### src/tcw_pkg.sv
// Shared types and constants of the text console writer.
// Depends on nothing; every other file of the block uses it by scoped names.
`default_nettype none

package tcw_pkg;

	localparam int unsigned COLUMNS = 80;
	localparam int unsigned ROWS    = 25;
	localparam int unsigned CELLS   = COLUMNS * ROWS;

	localparam int unsigned CELL_W = 11;
	localparam int unsigned COL_W  = $clog2(COLUMNS);

	localparam int unsigned FIFO_DEPTH = 4;
	localparam int unsigned FIFO_PTR_W = $clog2(FIFO_DEPTH);

	typedef logic [CELL_W-1:0] tcw_cell_t;
	typedef logic [COL_W-1:0]  tcw_col_t;

	localparam tcw_cell_t LAST_CELL  = CELL_W'(CELLS - 1);
	localparam tcw_cell_t SCAN_END   = CELL_W'(CELLS);
	localparam tcw_cell_t LAST_ROW   = CELL_W'(CELLS - COLUMNS);
	localparam tcw_cell_t ROW_STRIDE = CELL_W'(COLUMNS);
	localparam tcw_col_t  LAST_COL   = COL_W'(COLUMNS - 1);

	localparam logic [7:0] NEWLINE_CHAR = 8'h0A;
	localparam logic [7:0] BLANK_CHAR   = 8'h20;
	localparam logic [7:0] NULL_CHAR    = 8'h00;
	localparam logic [7:0] COLOUR_RESET = 8'h0A;

	localparam logic CMD_PUT  = 1'b0;
	localparam logic CMD_READ = 1'b1;

	typedef enum logic [1:0] {
		OP_PUT     = 2'd0,
		OP_NEWLINE = 2'd1,
		OP_NOP     = 2'd2,
		OP_READ    = 2'd3
	} tcw_op_t;

	typedef struct packed {
		tcw_op_t    op;
		logic [7:0] ch;
		tcw_cell_t  addr;
		logic       in_range;
	} tcw_cmd_t;

	typedef struct packed {
		tcw_cell_t  cursor_cell;
		logic [7:0] read_char;
		logic [7:0] read_attr;
		logic       scrolled;
	} tcw_res_t;

	typedef struct packed {
		logic full;
		logic empty;
	} tcw_fifo_stat_t;

endpackage

`default_nettype wire

### src/tcw_cmd_fifo.sv
// Short command queue between the input stage and the screen engine.
// Depends on tcw_pkg.
`default_nettype none

module tcw_cmd_fifo (
	input  wire                     clk,
	input  wire                     arst_n,
	input  wire                     wr_en,
	input  wire tcw_pkg::tcw_cmd_t  wr_data,
	input  wire                     rd_en,
	output tcw_pkg::tcw_cmd_t       rd_data,
	output tcw_pkg::tcw_fifo_stat_t stat
);

	tcw_pkg::tcw_cmd_t                   entry_q [tcw_pkg::FIFO_DEPTH];
	logic [tcw_pkg::FIFO_PTR_W-1:0]      wr_ptr_q;
	logic [tcw_pkg::FIFO_PTR_W-1:0]      rd_ptr_q;
	logic [tcw_pkg::FIFO_PTR_W:0]        count_q;
	logic                                do_wr;
	logic                                do_rd;

	assign stat.full  = (count_q == (tcw_pkg::FIFO_PTR_W + 1)'(tcw_pkg::FIFO_DEPTH));
	assign stat.empty = (count_q == '0);
	assign do_wr      = wr_en && !stat.full;
	assign do_rd      = rd_en && !stat.empty;
	assign rd_data    = entry_q[rd_ptr_q];

	always_ff @(posedge clk or negedge arst_n) begin
		if (!arst_n) begin
			wr_ptr_q <= '0;
			rd_ptr_q <= '0;
			count_q  <= '0;
		end else begin
			if (do_wr) begin
				wr_ptr_q <= wr_ptr_q + 1'b1;
			end
			if (do_rd) begin
				rd_ptr_q <= rd_ptr_q + 1'b1;
			end
			if (do_wr && !do_rd) begin
				count_q <= count_q + 1'b1;
			end else if (do_rd && !do_wr) begin
				count_q <= count_q - 1'b1;
			end
		end
	end

	always_ff @(posedge clk) begin
		if (do_wr) begin
			entry_q[wr_ptr_q] <= wr_data;
		end
	end

endmodule

`default_nettype wire

### config.mk
export PLATFORM = sky130hd
export DESIGN_NAME = tcw_cmd_fifo
export DESIGN_NICKNAME = d
export VERILOG_FILES = /design/src/tcw_pkg.sv /design/src/tcw_cmd_fifo.sv
export SDC_FILE = /design/constraint.sdc
export NUM_CORES = 1
export LEC_CHECK = 0
export BUFFER_PORTS_ARGS = -buffer_cell sky130_fd_sc_hd__buf_4
export CORE_MARGIN = 5
export CORE_UTILIZATION = 34
export CTS_CLUSTER_SIZE = 28
export DETAILED_ROUTE_END_ITERATION = 8
export SLEW_MARGIN = 10
export SYNTH_ARGS = -nofsm -noshare
export SYNTH_HDL_FRONTEND = slang
export SYNTH_SLANG_ARGS = --single-unit
### constraint.sdc
create_clock -name clk -period 2.7 [get_ports clk]
set_input_delay 0.405 -clock clk [delete_from_list [all_inputs] [get_ports clk]]
set_output_delay 0.405 -clock clk [all_outputs]
set_load 0.005 [all_outputs]
==> impl_results.rst <==
.. list-table::
   :header-rows: 1

   * - Metric
     - Value
   * - Top cells by area in the synthesized netlist
     - edfxtp_1, mux4_2, dfrtp_1
   * - Post-synthesis async set-or-reset flop share
     - 7.368%
   * - CTS HTree Levels
     - 3
   * - Clock Skews
     - 0.01119 ns
   * - Post-Synthesis Cells
     - 151
   * - FF+latch area
     - 2819 um^2
   * - Largest buffer count on any clock path
     - 2
   * - Buffer cell driving the clock tree root
     - clkbuf_8
   * - Filler instances
     - 934
   * - Synthesized area per cell
     - 24.03 um^2
   * - Worst-case register-to-register setup slack
     - 0.58 ns
   * - Number of enable-type register cells in the synthesized netlist
     - 88
   * - Classification of the worst-slack hold path
     - input port to flop
   * - Worst skew pair latency
     - 0.35 ns
   * - Post-cts resize count
     - 0
   * - Die Y-Extent
     - 113.3 um
   * - Boundary pin count
     - 50
   * - Most frequent cells after synthesis
     - edfxtp_1, mux4_2, dfrtp_1
   * - Antenna violations before repair
     - 0
   * - Die width
     - 113.3 um
   * - Number of DRC violations after detailed routing
     - 0
   * - Flip-flop cell with the highest count after synthesis
     - edfxtp_1
   * - Library cell occupying the most area in the post-synthesis netlist
     - edfxtp_1
   * - Depth of the worst register-to-register path
     - 8
   * - Sequential share of the synthesized area
     - 77.66%
   * - Max FO, Critical Path
     - 16
   * - Initial core utilization
     - 34.99%
   * - Worst setup SP type
     - flop
   * - Crit path launch
     - rd_ptr_q[0]
   * - Total chip power
     - 0.004442 W
   * - Sum of net half-perimeters after detailed placement
     - 4201 um
   * - Count of unique library cells instantiated by Yosys
     - 21
   * - Worst reg2reg startpoint
     - count_q[0]
   * - Required time reported for the critical path endpoint
     - 2.30 ns
   * - Antenna diode count
     - 0
   * - Area inside the core boundary
     - 10370 um^2
   * - Yosys reg bits
     - 95
   * - Endpoint class of the critical path
     - output port
   * - Number of endpoints with negative hold slack in the final report
     - 0
   * - Leading cell type by number of instances after synthesis
     - edfxtp_1
   * - Antenna Nets Post-Route
     - 0
   * - Time the final worst path needs with I/O delays and setup
     - 2.384 ns
   * - DR pass1 iterations
     - 4
   * - Critical Setup Path Class
     - flop to output port
   * - Wire length of the first global-routing pass
     - 9832 um
   * - Worst R2R End
     - count_q[2]
   * - Area share of the largest cell type after synthesis
     - 72.83%
   * - Mapped Nets
     - 183
   * - Footprint of the multi-input gates
     - 723.2 um^2
   * - Avg Vias per Cell
     - 4.581
   * - First DRT Iteration DRCs
     - 78
   * - Maximum VDD drop
     - 0.4239 mV
   * - Area of the mapped netlist
     - 3628 um^2
   * - Relative slew margins
     - 60.71%
   * - Highest Clock Rate
     - 419.4 MHz
   * - Via count of the first global-routing pass
     - 1813
   * - Portion of the clock cycle consumed by the worst path in the final layout
     - 88.30%
   * - Area of the die
     - 12840 um^2
   * - Largest net degree at the start of global routing
     - 17
   * - Overall track demand over capacity in global routing
     - 10.33%
   * - Number of max-cap violations
     - 0
   * - Total number of vias
     - 1649
   * - Unrepaired setup endpoints after global routing
     - no
   * - Run status
     - finished, final reports clean
   * - Clock transition at the registers of the reported paths
     - 0.09 ns
   * - Total clock buffers created by CTS
     - 9
   * - Number of setup buffers added after CTS
     - 0
   * - Clk sinks
     - 95
   * - Sum of routed wire length over all layers
     - 6155 um
   * - Fraction of the core area covered by cells at the end of the flow
     - 42.40%
   * - Layout net count
     - 252
   * - Average wire length per cell after detail routing
     - 17.10 um
   * - Final number of setup-violating endpoints
     - 0
   * - Number of warnings printed during yosys synthesis
     - 0
   * - TritonCTS clock tree
     - built
   * - Number of placement rows
     - 37
   * - Critical path capture point
     - rd_data[1]
   * - Routability Congestion
     - 0.7840
   * - Port-buffer cells
     - 49
   * - Sum of negative setup slack
     - 0 ns
   * - Hold_buf cts
     - 1
   * - Fraction of final layout cells sized beyond drive strength 1
     - 45.54%
   * - Growth of design area from synthesis to finish
     - 21.17%
   * - Power density over the cells
     - 1010 nW/um^2
   * - Least-Margin Pin Slew
     - 0.5894 ns
   * - Final count of pins violating max slew
     - 0
   * - GR Overflow Total
     - 0
   * - Leakage power summed over all cells
     - 1.556 nW
   * - Worst Path Arrival
     - 1.98 ns
## how the worst min path moves through the flow
stage                           start             end  slack, ns  cells past startpoint
after global routing      wr_data[13]  entry_q[2][13]       0.22                      1
final                      wr_data[9]   entry_q[3][9]       0.25                      1
after CTS                 wr_data[13]  entry_q[3][13]       0.23                      1
after detailed placement       arst_n      count_q[2]       0.22                      1
after global placement         arst_n      count_q[0]       0.22                      1
after floorplan                arst_n      count_q[0]       0.11                      0
## registers in the layout, summed over array words and instances (netlist names)
name      cells
count_q       3
entry_q      88
rd_ptr_q      2
wr_ptr_q      2
## cell families after synthesis
logic type | after synthesis | share of synthesized area, %
flip-flops | 95 | 77.66
multiplexers | 24 | 14.48
buffers and inverters | 10 | 2.414
AND/OR/NAND/NOR | 10 | 1.724
XOR/XNOR | 6 | 1.448
adder cells (fa/ha/maj) | 6 | 2.276
## critical path, cell delays in order (launching register included)
cell,delay (ns)
dfrtp_2,0.70
buf_4,0.27
mux4_2,0.51
buf_4,0.15
## layout make-up
type,instances,area share (%)
Clock buffer,9,2.817
Clock inverter,6,1.423
Inverter,4,0.3415
Multi-Input combinational cell,46,16.45
Sequential cell,95,64.11
Tap cell,136,3.870
Timing Repair Buffer,64,10.98
## stage by stage
stage                     cells  hold slack [ns]  instance area (um^2)  setup WS (ns)
after global routing        360           0.2202                  4397         0.1605
after CTS                   360           0.2270                  4397         0.2345
after global placement      344           0.2229                  4200         0.6543
after floorplan             151           0.1094                  3628         0.7230
after detailed placement    344           0.2239                  4200         0.5939
final                       360           0.2498                  4397         0.3159
## where the power goes
part | switching, W | internal, W
registers | 0.000195 | 0.00196
logic | 0.000574 | 0.000846
clock network | 0.000451 | 0.000419
## cell usage in the layout (no fill, tap or decap)
master,n
nor2_1,1
clkbuf_8,9
inv_1,4
dfrtp_1,6
clkinv_1,1
edfxtp_1,88
nand3_1,1
nand2_1,1
nor2b_1,1
ha_1,5
or3_1,1
bufinv_16,1
mux2_2,1
dlygate4sd3_1,1
mux4_2,21
xnor2_1,4
fa_1,1
xor2_1,2
mux4_1,1
clkinvlp_4,2
clkinv_4,1
dfrtp_2,1
buf_4,63
clkinv_2,1
nor3b_2,1
mux2_4,1
and2_1,4
## routing by layer
| metal | share of wire (%) | GRT usage, % | vias up |
|---|---|---|---|
| li1 | - | - | 747 |
| met1 | 44 | 13.12 | 833 |
| met2 | 48 | 16.39 | 59 |
| met3 | 7.1 | 4.118 | 10 |
| met4 | 1.3 | 3.125 | 0 |
| met5 | 0 | 0 | - |
No activity file was read; power rests on OpenSTA's default activity.
