## src/tcw_pkg.sv

```systemverilog
// Shared types and constants of the text console writer.
// Depends on nothing; every other file of the block uses it by scoped names.
`default_nettype none

package tcw_pkg;

	localparam int unsigned COLUMNS = 80;
	localparam int unsigned ROWS    = 25;
	localparam int unsigned CELLS   = COLUMNS * ROWS;

	localparam int unsigned CELL_W = 11;
	localparam int unsigned COL_W  = $clog2(COLUMNS);

	localparam int unsigned FIFO_DEPTH = 4;
	localparam int unsigned FIFO_PTR_W = $clog2(FIFO_DEPTH);

	typedef logic [CELL_W-1:0] tcw_cell_t;
	typedef logic [COL_W-1:0]  tcw_col_t;

	localparam tcw_cell_t LAST_CELL  = CELL_W'(CELLS - 1);
	localparam tcw_cell_t SCAN_END   = CELL_W'(CELLS);
	localparam tcw_cell_t LAST_ROW   = CELL_W'(CELLS - COLUMNS);
	localparam tcw_cell_t ROW_STRIDE = CELL_W'(COLUMNS);
	localparam tcw_col_t  LAST_COL   = COL_W'(COLUMNS - 1);

	localparam logic [7:0] NEWLINE_CHAR = 8'h0A;
	localparam logic [7:0] BLANK_CHAR   = 8'h20;
	localparam logic [7:0] NULL_CHAR    = 8'h00;
	localparam logic [7:0] COLOUR_RESET = 8'h0A;

	localparam logic CMD_PUT  = 1'b0;
	localparam logic CMD_READ = 1'b1;

	typedef enum logic [1:0] {
		OP_PUT     = 2'd0,
		OP_NEWLINE = 2'd1,
		OP_NOP     = 2'd2,
		OP_READ    = 2'd3
	} tcw_op_t;

	typedef struct packed {
		tcw_op_t    op;
		logic [7:0] ch;
		tcw_cell_t  addr;
		logic       in_range;
	} tcw_cmd_t;

	typedef struct packed {
		tcw_cell_t  cursor_cell;
		logic [7:0] read_char;
		logic [7:0] read_attr;
		logic       scrolled;
	} tcw_res_t;

	typedef struct packed {
		logic full;
		logic empty;
	} tcw_fifo_stat_t;

endpackage

`default_nettype wire

```

## src/tcw_front.sv

```systemverilog
// Input stage: accepts items, classifies them into commands, hands them to the queue.
// Depends on tcw_pkg.
`default_nettype none

module tcw_front (
	input  wire                     clk,
	input  wire                     arst_n,
	input  wire                     push,
	output logic                    full,
	input  wire                     cmd,
	input  wire  [7:0]              ch,
	input  wire  [10:0]             cell_req,
	input  wire                     clearing,
	input  wire tcw_pkg::tcw_fifo_stat_t fifo_stat,
	output logic                    cmd_push,
	output tcw_pkg::tcw_cmd_t       cmd_item
);

	logic              valid_s1;
	tcw_pkg::tcw_cmd_t item_s1;
	tcw_pkg::tcw_cmd_t item_cls;
	logic              accept;

	always_comb begin
		item_cls.ch       = ch;
		item_cls.addr     = cell_req;
		item_cls.in_range = (cell_req < tcw_pkg::SCAN_END);
		if (cmd == tcw_pkg::CMD_READ) begin
			item_cls.op = tcw_pkg::OP_READ;
		end else if (ch == tcw_pkg::NULL_CHAR) begin
			item_cls.op = tcw_pkg::OP_NOP;
		end else if (ch == tcw_pkg::NEWLINE_CHAR) begin
			item_cls.op = tcw_pkg::OP_NEWLINE;
		end else begin
			item_cls.op = tcw_pkg::OP_PUT;
		end
	end

	assign full     = clearing || (valid_s1 && fifo_stat.full);
	assign accept   = push && !full;
	assign cmd_push = valid_s1 && !fifo_stat.full;
	assign cmd_item = item_s1;

	always_ff @(posedge clk or negedge arst_n) begin
		if (!arst_n) begin
			valid_s1 <= 1'b0;
		end else if (accept) begin
			valid_s1 <= 1'b1;
		end else if (!fifo_stat.full) begin
			valid_s1 <= 1'b0;
		end
	end

	always_ff @(posedge clk) begin
		if (accept) begin
			item_s1 <= item_cls;
		end
	end

endmodule

`default_nettype wire

```

## config.mk

```make
export PLATFORM = sky130hd
export DESIGN_NAME = tcw_front
export DESIGN_NICKNAME = d
export VERILOG_FILES = /design/src/tcw_pkg.sv /design/src/tcw_front.sv
export SDC_FILE = /design/constraint.sdc
export NUM_CORES = 1
export LEC_CHECK = 0
export BUFFER_PORTS_ARGS = -buffer_cell sky130_fd_sc_hd__buf_2
export CAP_MARGIN = 15
export CORE_MARGIN = 3
export CORE_UTILIZATION = 43
export CTS_BUF_LIST = sky130_fd_sc_hd__clkbuf_8 sky130_fd_sc_hd__clkbuf_16
export DETAILED_ROUTE_END_ITERATION = 8
export PLACE_DENSITY = 0.81
export SETUP_SLACK_MARGIN = 0.5
export SLEW_MARGIN = 25
export SYNTH_ARGS = -nofsm -noshare
export SYNTH_HDL_FRONTEND = slang
export SYNTH_SLANG_ARGS = --single-unit
export TNS_END_PERCENT = 1
```

## constraint.sdc

```tcl
create_clock -name clk -period 2.8 [get_ports clk]
set_input_delay 0 -clock clk [delete_from_list [all_inputs] [get_ports clk]]
set_output_delay 0 -clock clk [all_outputs]
set_load 0.02 [all_outputs]
```

==> flow_metrics.py, run 1 <==
metrics = {
    "pwr": {
        "swShare_pct": 21.9,
        "p_seq_share_pct": 57.9,
        "power.internal_w": 0.000538,
        "power.switching_w": 0.000151,
        "pwr_density_cell_nw_per_um2": 531,
        "leakagePower_nw": 0.555,
        "ir_drop_mv": 0.351,
        "clockPowerShare_pct": 28.6,
        "pwr-share-comb_pct": 13.6,
    },
    "route": {
        "vias": 625,
        "ant_nets": 0,
        "first_pass_iters": 4,
        "wirelength_mm": 2.06,
        "routedWlPerCell_microns": 15.5,
        "drtIter0Drc": 14,
        "drc": 0,
        "via_per_inst": 4.70,
    },
    "clock_network": {
        "cts_setup_buffers": 0,
        "numCtsBuffers": 3,
        "tritoncts": "done",
        "clock_path_buffers": 2,
        "cts.clk_slew.worst_paths_ps": 80,
        "clk_latency_ps": 260,
        "cts_root_buf": "clkbuf_8",
        "htree_levels": 1,
        "clock_sinks": 23,
    },
    "synthesis": {
        "yosysWarningCount": 0,
        "synth_seq_cells": 23,
        "avgSynthCellArea_sq_um": 21.4,
        "synth_area_sq_um": 771,
        "syn_inst": 36,
        "seq_area_frac_synth_pct": 89.0,
        "synth_cell_type_count": 12,
        "syn_nets": 62,
    },
    "timing": {
        "hold_viol": 0,
        "worstMarginPinSlew_ps": 300,
        "max_freq_mhz": 833,
        "setup_viol": 0,
        "maxSlewViolCount": 0,
        "max_slew_margin_pct": 79.8,
        "fin_crit_sh_pct": 42.9,
        "fin_crit_ps": 1200,
        "skew_ps": 5.08,
        "finalWorstSetupSlack_ps": 1600,
        "rsz0062_at_grt": "no",
        "tns_ps": 0,
    },
    "min_path": {
        "hp-class": "in -> reg",
    },
    "critical_path": {
        "worstSetupStartpointType": "flip-flop",
        "cp.required_ps": 2740,
        "end_kind": "flip-flop",
        "cp.arrival_ps": 1140,
        "critPathKind": "reg -> reg",
        "cp_max_fo": 22,
    },
    "floorplanning": {
        "die_x_microns": 48.3,
        "start_util_pct": 48.4,
        "num_io_pins": 50,
        "die_area_sq_um": 2340,
        "die_y_microns": 48.3,
        "core-area_sq_um": 1590,
        "fp-row-count": 14,
    },
    "placement": {
        "dp_slack_ps": 1630,
        "io_buffers": 48,
        "dp_hpwl_mm": 1.21,
        "place.gp.congestion": 0.679,
    },
    "cells_and_area": {
        "drive_gt1_share_pct": 50.5,
        "area_growth_pct": 68.5,
        "n_antenna_cell": 0,
        "nNetsFinal": 136,
    },
    "global_route": {
        "grt_max_degree": 23,
        "grt_use_total_pct": 19.0,
        "grt_pass1_wl_mm": 3.33,
        "globalRouteOverflowTotal": 0,
        "grt_pass1_vias": 726,
        "antenna_found_initial": 0,
    },
    "flow_run": {
        "cap_viol_max_count": 0,
    },
    "outcome": {
        "outcome": "finished clean",
    },
}
-- layout make-up --
class | instances | area, sq um
Multi-Input combinational cell | 13 | 88.8
Clock inverter | 1 | 5.00
Fill cell | 96 | 295
Tap cell | 24 | 30.0
Clock buffer | 3 | 41.3
Timing Repair Buffer | 69 | 448
Sequential cell | 23 | 686
-- power groups by stage --
stage	Combinational (W)	Sequential [W]	Clock, W
global placement	0.0000675	0.000405	0
floorplan	0.0000140	0.000424	0
detailed placement	0.0000700	0.000406	0
finish	0.0000934	0.000399	0.000197
global route	0.0000994	0.000400	0.000217
CTS	0.0000914	0.000399	0.000198
-- worst paths after layout --
check,cells after the start,to,startpoint,slack [ps]
hold reg to reg,2,valid_s1,valid_s1,600
hold / removal,3,valid_s1,push,20
setup / recovery,2,cmd_item[17],valid_s1,1600
max in group asynchronous,2,valid_s1,arst_n,2660
setup reg to reg,2,cmd_item[17],valid_s1,1600
min in group asynchronous,2,valid_s1,arst_n,50
-- stage by stage --
| step | cells | hold WS [ps] | instance area [sq um] | power, W | util, % |
|---|---|---|---|---|---|
| 2_1_floorplan | 36 | -296 | 771 | 0.000438 | - |
| 3_3_place_gp | 109 | -224 | 1050 | 0.000473 | 66.0 |
| 3_5_place_dp | 109 | -216 | 1050 | 0.000476 | 66.0 |
| 4_1_cts | 133 | 12.2 | 1300 | 0.000688 | 81.5 |
| 5_1_grt | 133 | 18.9 | 1300 | 0.000717 | 81.5 |
| 6_report | 133 | 18.5 | 1300 | 0.000689 | 81.5 |
-- cells by family after synthesis --
logic type | Yosys count | synth area share (%)
AND/OR/NAND/NOR | 9 | 6.82
AO/OA/AOI/OAI | 4 | 4.22
flip-flops | 23 | 89.0
-- state kept, by name, summed over array words and instances (netlist names) --
register	flops
cmd_item	22
valid_s1	1
-- critical path, cell delays in order (launching register included) --
cell	delay [ps]
dfrtp_1	420
a21oi_2	150
buf_4	310
-- synth_stat cells, drive strengths merged --
cell type,number,share of area [%]
and3,1,0.81
nor2,2,0.97
nand2b,2,1.6
nor4,1,1.6
a21oi,1,0.65
a41o,1,1.3
edfxtp,22,86
dfrtp,1,3.2
nand2,2,0.97
o2111ai,1,1.1
nor2b,1,0.81
a31o,1,1.1
-- repair_timing --
action | in CTS | in global routing
gates resized for setup | 0 | 0
hold buffers | 20 | 0
hold endpoints to repair | 20 | 0
-- cell usage in the layout (no fill, tap or decap), drive strengths merged --
| master | netlist | final |
|---|---|---|
| a21oi | 1 | 1 |
| a31o | 1 | 1 |
| a41o | 1 | 1 |
| and3 | 1 | 1 |
| buf | 0 | 49 |
| clkbuf | 0 | 3 |
| clkinv | 0 | 1 |
| dfrtp | 1 | 1 |
| dlygate4sd3 | 0 | 20 |
| edfxtp | 22 | 22 |
| nand2 | 2 | 2 |
| nand2b | 2 | 2 |
| nor2 | 2 | 2 |
| nor2b | 1 | 1 |
| nor4 | 1 | 1 |
| o2111ai | 1 | 1 |
-- routing by layer --
layer	GRT usage, %	share of wire (%)	vias to the layer above
met5	0	0	-
met4	7.11	1.2	0
met3	4.91	7.4	4
met2	41.1	61	35
met1	15.4	31	296
li1	-	-	290
Power figures use the tool's default switching activity.
==> run 2, diff against run 1 <==
--- a/config.mk
+++ b/config.mk
@@ -8,10 +8,10 @@
 export BUFFER_PORTS_ARGS = -buffer_cell sky130_fd_sc_hd__buf_2
 export CAP_MARGIN = 15
 export CORE_MARGIN = 3
-export CORE_UTILIZATION = 43
+export CORE_UTILIZATION = 40
 export CTS_BUF_LIST = sky130_fd_sc_hd__clkbuf_8 sky130_fd_sc_hd__clkbuf_16
 export DETAILED_ROUTE_END_ITERATION = 8
-export PLACE_DENSITY = 0.81
+export PLACE_DENSITY = 0.77
 export SETUP_SLACK_MARGIN = 0.5
 export SLEW_MARGIN = 25
 export SYNTH_ARGS = -nofsm -noshare
==> constraint.sdc (replaced) <==
create_clock -name clk -period 1.2 [get_ports clk]
set_input_delay 0 -clock clk [delete_from_list [all_inputs] [get_ports clk]]
set_output_delay 0 -clock clk [all_outputs]
set_load 0.02 [all_outputs]
==> run 2 against run 1 <==
  * Utilization is 6.7 points lower
  * Critical path depth stayed put
  * Worst setup slack worse by 1500 ps
  * Non-clock buffer count stayed put
  * Die area is 6.6% higher
  * Cell count is 0.75% higher
  * Global-route usage is 3.4 points lower
  * Flip-flop and latch count stayed put
==> flow_metrics.py, run 2 (synthesis results as in run 1) <==
metrics = {
    "clock_network": {
        "tritoncts": "done",
        "clock_sinks": 23,
        "numCtsBuffers": 3,
        "cts_setup_buffers": 0,
        "htree_levels": 1,
        "clk_latency_ps": 260,
        "cts_root_buf": "clkbuf_8",
        "clock_path_buffers": 2,
        "cts.clk_slew.worst_paths_ps": 80,
    },
    "cells_and_area": {
        "final_common_cell": "buf_2",
        "design_area_sq_um": 1320,
        "num-fill-cells": 122,
        "final_cell_mix": "48 x buf_2, 22 x edfxtp_1, 20 x dlygate4sd3_1",
        "drive_gt1_share_pct": 50.5,
        "area_growth_pct": 71.3,
        "largest_register_ffs": 22,
        "instances_no_fill": 134,
        "n_antenna_cell": 0,
        "utilization_pct": 74.8,
        "nNetsFinal": 136,
    },
    "placement": {
        "dp_cells": 110,
        "placed_area_sq_um": 1070,
        "place.gp.congestion": 0.678,
        "io_buffers": 48,
    },
    "route": {
        "via_per_inst": 4.46,
        "vias": 597,
        "drtIter0Drc": 14,
        "routedWlPerCell_microns": 13.3,
        "drc": 0,
        "wirelength_mm": 1.78,
        "first_pass_iters": 4,
        "ant_nets": 0,
    },
    "global_route": {
        "globalRouteOverflowTotal": 0,
        "antenna_found_initial": 0,
        "grt_pass1_wl_mm": 2.73,
        "grt_pass1_vias": 588,
        "grt_use_total_pct": 15.6,
        "grt_max_degree": 23,
    },
    "critical_path": {
        "rr_worst_depth": 2,
        "cp_max_fo": 22,
        "cp.required_ps": 1170,
        "cp.arrival_ps": 1020,
        "end_kind": "flip-flop",
        "timing.rr.start": "valid_s1",
        "worstSetupStartpointType": "flip-flop",
        "startpoint": "valid_s1",
        "rrSetupSlack_ps": 150,
        "reg2reg_to": "cmd_item[7]",
        "critPathKind": "reg -> reg",
    },
    "min_path": {
        "holdPathEnd": "cmd_item[21]",
        "hp-class": "in -> reg",
        "hp-start": "cmd",
        "hold_depth": 2,
    },
    "timing": {
        "setup_viol": 0,
        "skew_ps": 1.82,
        "max_slew_margin_pct": 81.1,
        "max_freq_mhz": 949,
        "fin_crit_ps": 1050,
        "hold_viol": 0,
        "maxSlewViolCount": 0,
        "worstMarginPinSlew_ps": 282,
        "rsz0062_at_grt": "yes",
        "fin_crit_sh_pct": 87.8,
    },
    "pwr": {
        "ir_drop_mv": 0.652,
        "power.switching_w": 0.000351,
        "clockPowerShare_pct": 28.6,
        "p_seq_share_pct": 57.7,
        "swShare_pct": 21.8,
        "pwr_density_cell_nw_per_um2": 1220,
        "pwr-share-comb_pct": 13.7,
        "leakagePower_nw": 0.560,
        "power.internal_w": 0.00126,
    },
    "floorplanning": {
        "die_y_microns": 49.9,
        "core-area_sq_um": 1760,
        "die_x_microns": 49.9,
        "fp-row-count": 15,
        "start_util_pct": 43.7,
        "die_area_sq_um": 2490,
        "num_io_pins": 50,
    },
    "outcome": {
        "outcome": "finished clean",
    },
    "flow_run": {
        "cap_viol_max_count": 0,
    },
}
## run 2: cell count changes in the layout (fill, tap and decap cells not counted)
cell     before  now
buf_12        0    1
a21oi_2       1    0
a21oi_4       0    1
buf_4         1    0
## run 2: worst max path at each step
stage,endpoint,cells after the start
finish,cmd_item[7],2
global route,cmd_item[15],2
CTS,cmd_item[19],2
detailed placement,cmd_item[19],2
global placement,cmd_item[4],2
floorplan,cmd_item[0],1
## run 2: timing repair
action                                  4_1_cts  5_1_grt
hold buffers                                 20        0
gates resized for setup                       0        0
endpoints found under the hold margin        20        0
cloned                                        0        0
endpoints found under the setup margin       46       47
## run 2: layer usage
layer	wire (microns)	vias to the layer above	GRT usage, %
li1	-	288	-
met1	639	270	14.7
met2	950	34	28.0
met3	134	5	4.83
met4	53	0	11.1
met5	0	-	0
## run 2: cell type report
| cell class | count | area, sq um | area share [%] |
|---|---|---|---|
| Timing Repair Buffer | 69 | 460 | 34.9 |
| Sequential cell | 23 | 686 | 51.9 |
| Tap cell | 25 | 31.3 | 2.37 |
| Multi-Input combinational cell | 13 | 96.3 | 7.30 |
| Clock buffer | 3 | 41.3 | 3.13 |
| Clock inverter | 1 | 5.00 | 0.379 |
## run 2: power groups by stage
stage	registers, W	logic [W]	clock network, W
finish	0.000930	0.000221	0.000461
global route	0.000932	0.000238	0.000506
CTS	0.000929	0.000220	0.000472
detailed placement	0.000948	0.000171	0
global placement	0.000947	0.000166	0
floorplan	0.000989	0.0000351	0
## run 2: through the flow
stage                     worst slack (ps)  setup TNS [ps]  hold slack (ps)  total power [W]
after CTS                              149               0             11.1          0.00162
after global placement                 178               0             -224          0.00111
after floorplan                      -18.5            -407             -296          0.00102
after global routing                   113               0             17.5          0.00168
after detailed placement               162               0             -221          0.00112
final                                  146               0             13.7          0.00161
## run 2: worst max-delay path, stage by stage (launching register included)
cell	delay, ps
dfrtp_1	420
a21oi_4	160
buf_12	180
==> run 3, diff against run 2 <==
--- a/config.mk
+++ b/config.mk
@@ -12,7 +12,8 @@
 export CTS_BUF_LIST = sky130_fd_sc_hd__clkbuf_8 sky130_fd_sc_hd__clkbuf_16
 export DETAILED_ROUTE_END_ITERATION = 8
 export PLACE_DENSITY = 0.77
-export SETUP_SLACK_MARGIN = 0.5
+export RECOVER_POWER = 100
+export SETUP_SLACK_MARGIN = 0.3
 export SLEW_MARGIN = 25
 export SYNTH_ARGS = -nofsm -noshare
 export SYNTH_HDL_FRONTEND = slang
==> run 3 against run 2 <==
  * Global-route usage fell by 0.055 points
  * Die area unchanged
  * Register-to-register slack worse by 30 ps
  * Routed wire length is 3.1% lower
  * Clock power hardly changed
  * Combinational power down 9%
  * Worst setup slack got worse by 33 ps
  * Power shrank 1.3%
  * Utilization fell by 3.0 points
  * Via count decreased by 0.84%
  * Count of clock-buffer cells in the layout is the same
  * Critical endpoint is now cmd_item[18]
==> flow_metrics.py, run 3 (synthesis results as in run 1) <==
metrics = {
    "flow_run": {
        "cap_viol_max_count": 0,
    },
    "critical_path": {
        "cpPeakStageDelay_ps": 420,
        "path_cells": "a21oi_4, buf_6",
        "cp.arrival_ps": 1040,
        "crit_family": "flip-flops",
        "cp.required_ps": 1160,
        "cp_max_fo": 22,
        "critPathSlowestCell": "dfrtp_1",
        "end_kind": "flip-flop",
        "critPathKind": "reg -> reg",
        "worstSetupStartpointType": "flip-flop",
        "crit_buf_inv": 1,
    },
    "cells_and_area": {
        "final_cell_mix": "35 x clkbuf_1, 22 x edfxtp_1, 20 x dlygate4sd3_1",
        "drive_gt1_share_pct": 18.3,
        "final_common_cell": "clkbuf_1",
        "utilization_pct": 71.8,
        "n_antenna_cell": 0,
        "area_growth_pct": 64.4,
        "largest_register_ffs": 22,
        "nNetsFinal": 136,
    },
    "route": {
        "vias": 592,
        "via_per_inst": 4.42,
        "ant_nets": 0,
        "wirelength_mm": 1.72,
        "drtIter0Drc": 8,
        "drc": 0,
        "first_pass_iters": 4,
        "routedWlPerCell_microns": 12.9,
    },
    "floorplanning": {
        "start_util_pct": 43.7,
        "die_area_sq_um": 2490,
        "fp-row-count": 15,
        "die_y_microns": 49.9,
        "die_x_microns": 49.9,
        "num_io_pins": 50,
        "core-area_sq_um": 1760,
    },
    "clock_network": {
        "cts_setup_buffers": 0,
        "tritoncts": "done",
        "clock_sinks": 23,
        "htree_levels": 1,
        "numCtsBuffers": 3,
        "cts_root_buf": "clkbuf_8",
        "ctsResizeCount": 0,
        "clk_latency_ps": 260,
        "cts.clk_slew.worst_paths_ps": 70,
        "clock_path_buffers": 2,
    },
    "timing": {
        "fin_crit_sh_pct": 90.5,
        "fin_crit_ps": 1090,
        "hold_viol": 0,
        "worstMarginPinSlew_ps": 283,
        "max_slew_margin_pct": 81.0,
        "rsz0062_at_grt": "yes",
        "skew_ps": 1.40,
        "setup_viol": 0,
        "max_freq_mhz": 921,
        "hold_ws_ps": 12.7,
        "maxSlewViolCount": 0,
    },
    "pwr": {
        "ir_drop_mv": 0.661,
        "pwr_density_cell_nw_per_um2": 1260,
        "leakagePower_nw": 0.461,
    },
    "global_route": {
        "grt_use_total_pct": 15.5,
        "grt_pass1_vias": 597,
        "globalRouteOverflowTotal": 0,
        "antenna_found_initial": 0,
        "grt_pass1_wl_mm": 2.75,
        "grt_max_degree": 23,
    },
    "placement": {
        "io_buffers": 48,
        "place.gp.congestion": 0.678,
    },
    "min_path": {
        "hp-class": "in -> reg",
    },
    "outcome": {
        "outcome": "finished clean",
    },
}
run 3: timing repair:
action	4_1_cts	5_1_grt
hold buffers	20	0
endpoints found under the hold margin	20	0
endpoints found under the setup margin	24	25
pin swaps	0	0
run 3: final cells by class:
type,instances,area [sq um]
Multi-Input combinational cell,13,96.3
Clock inverter,1,5.00
Clock buffer,3,41.3
Sequential cell,23,686
Tap cell,25,31.3
Timing Repair Buffer,69,408
Fill cell,147,497
run 3: path summary, 6_finish.rpt:
check                           cells after the start     start            to  slack, ps
worst max register to register                      2  valid_s1  cmd_item[18]        110
worst max-delay path                                2  valid_s1  cmd_item[18]        110
max in group asynchronous                           2    arst_n      valid_s1       1080
worst min-delay path                                2       cmd  cmd_item[21]         10
worst min register to register                      2  valid_s1      valid_s1        590
min in group asynchronous                           2    arst_n      valid_s1         30
run 3: where the power goes:
part           switching (W)  internal [W]
clock               0.000227      0.000231
sequential         0.0000115      0.000920
combinational       0.000109     0.0000923
total               0.000348       0.00124
run 3: per-layer routing:
metal	global-route usage, %	up-vias	part of all wire [%]
li1	-	288	-
met1	15.7	265	36
met2	26.4	34	51
met3	5.14	5	9.1
met4	11.1	0	3.2
met5	0	-	0
run 3: through the flow:
stage          worst slack, ps  instance area, sq um  setup TNS (ps)  power (W)  instances
2_1_floorplan            -18.5                   782            -407    0.00102         36
3_3_place_gp               178                  1070               0    0.00111        110
3_5_place_dp               162                  1070               0    0.00112        110
4_1_cts                    149                  1320               0    0.00162        134
5_1_grt                   69.4                  1270               0    0.00166        134
6_report                   114                  1270               0    0.00159        134
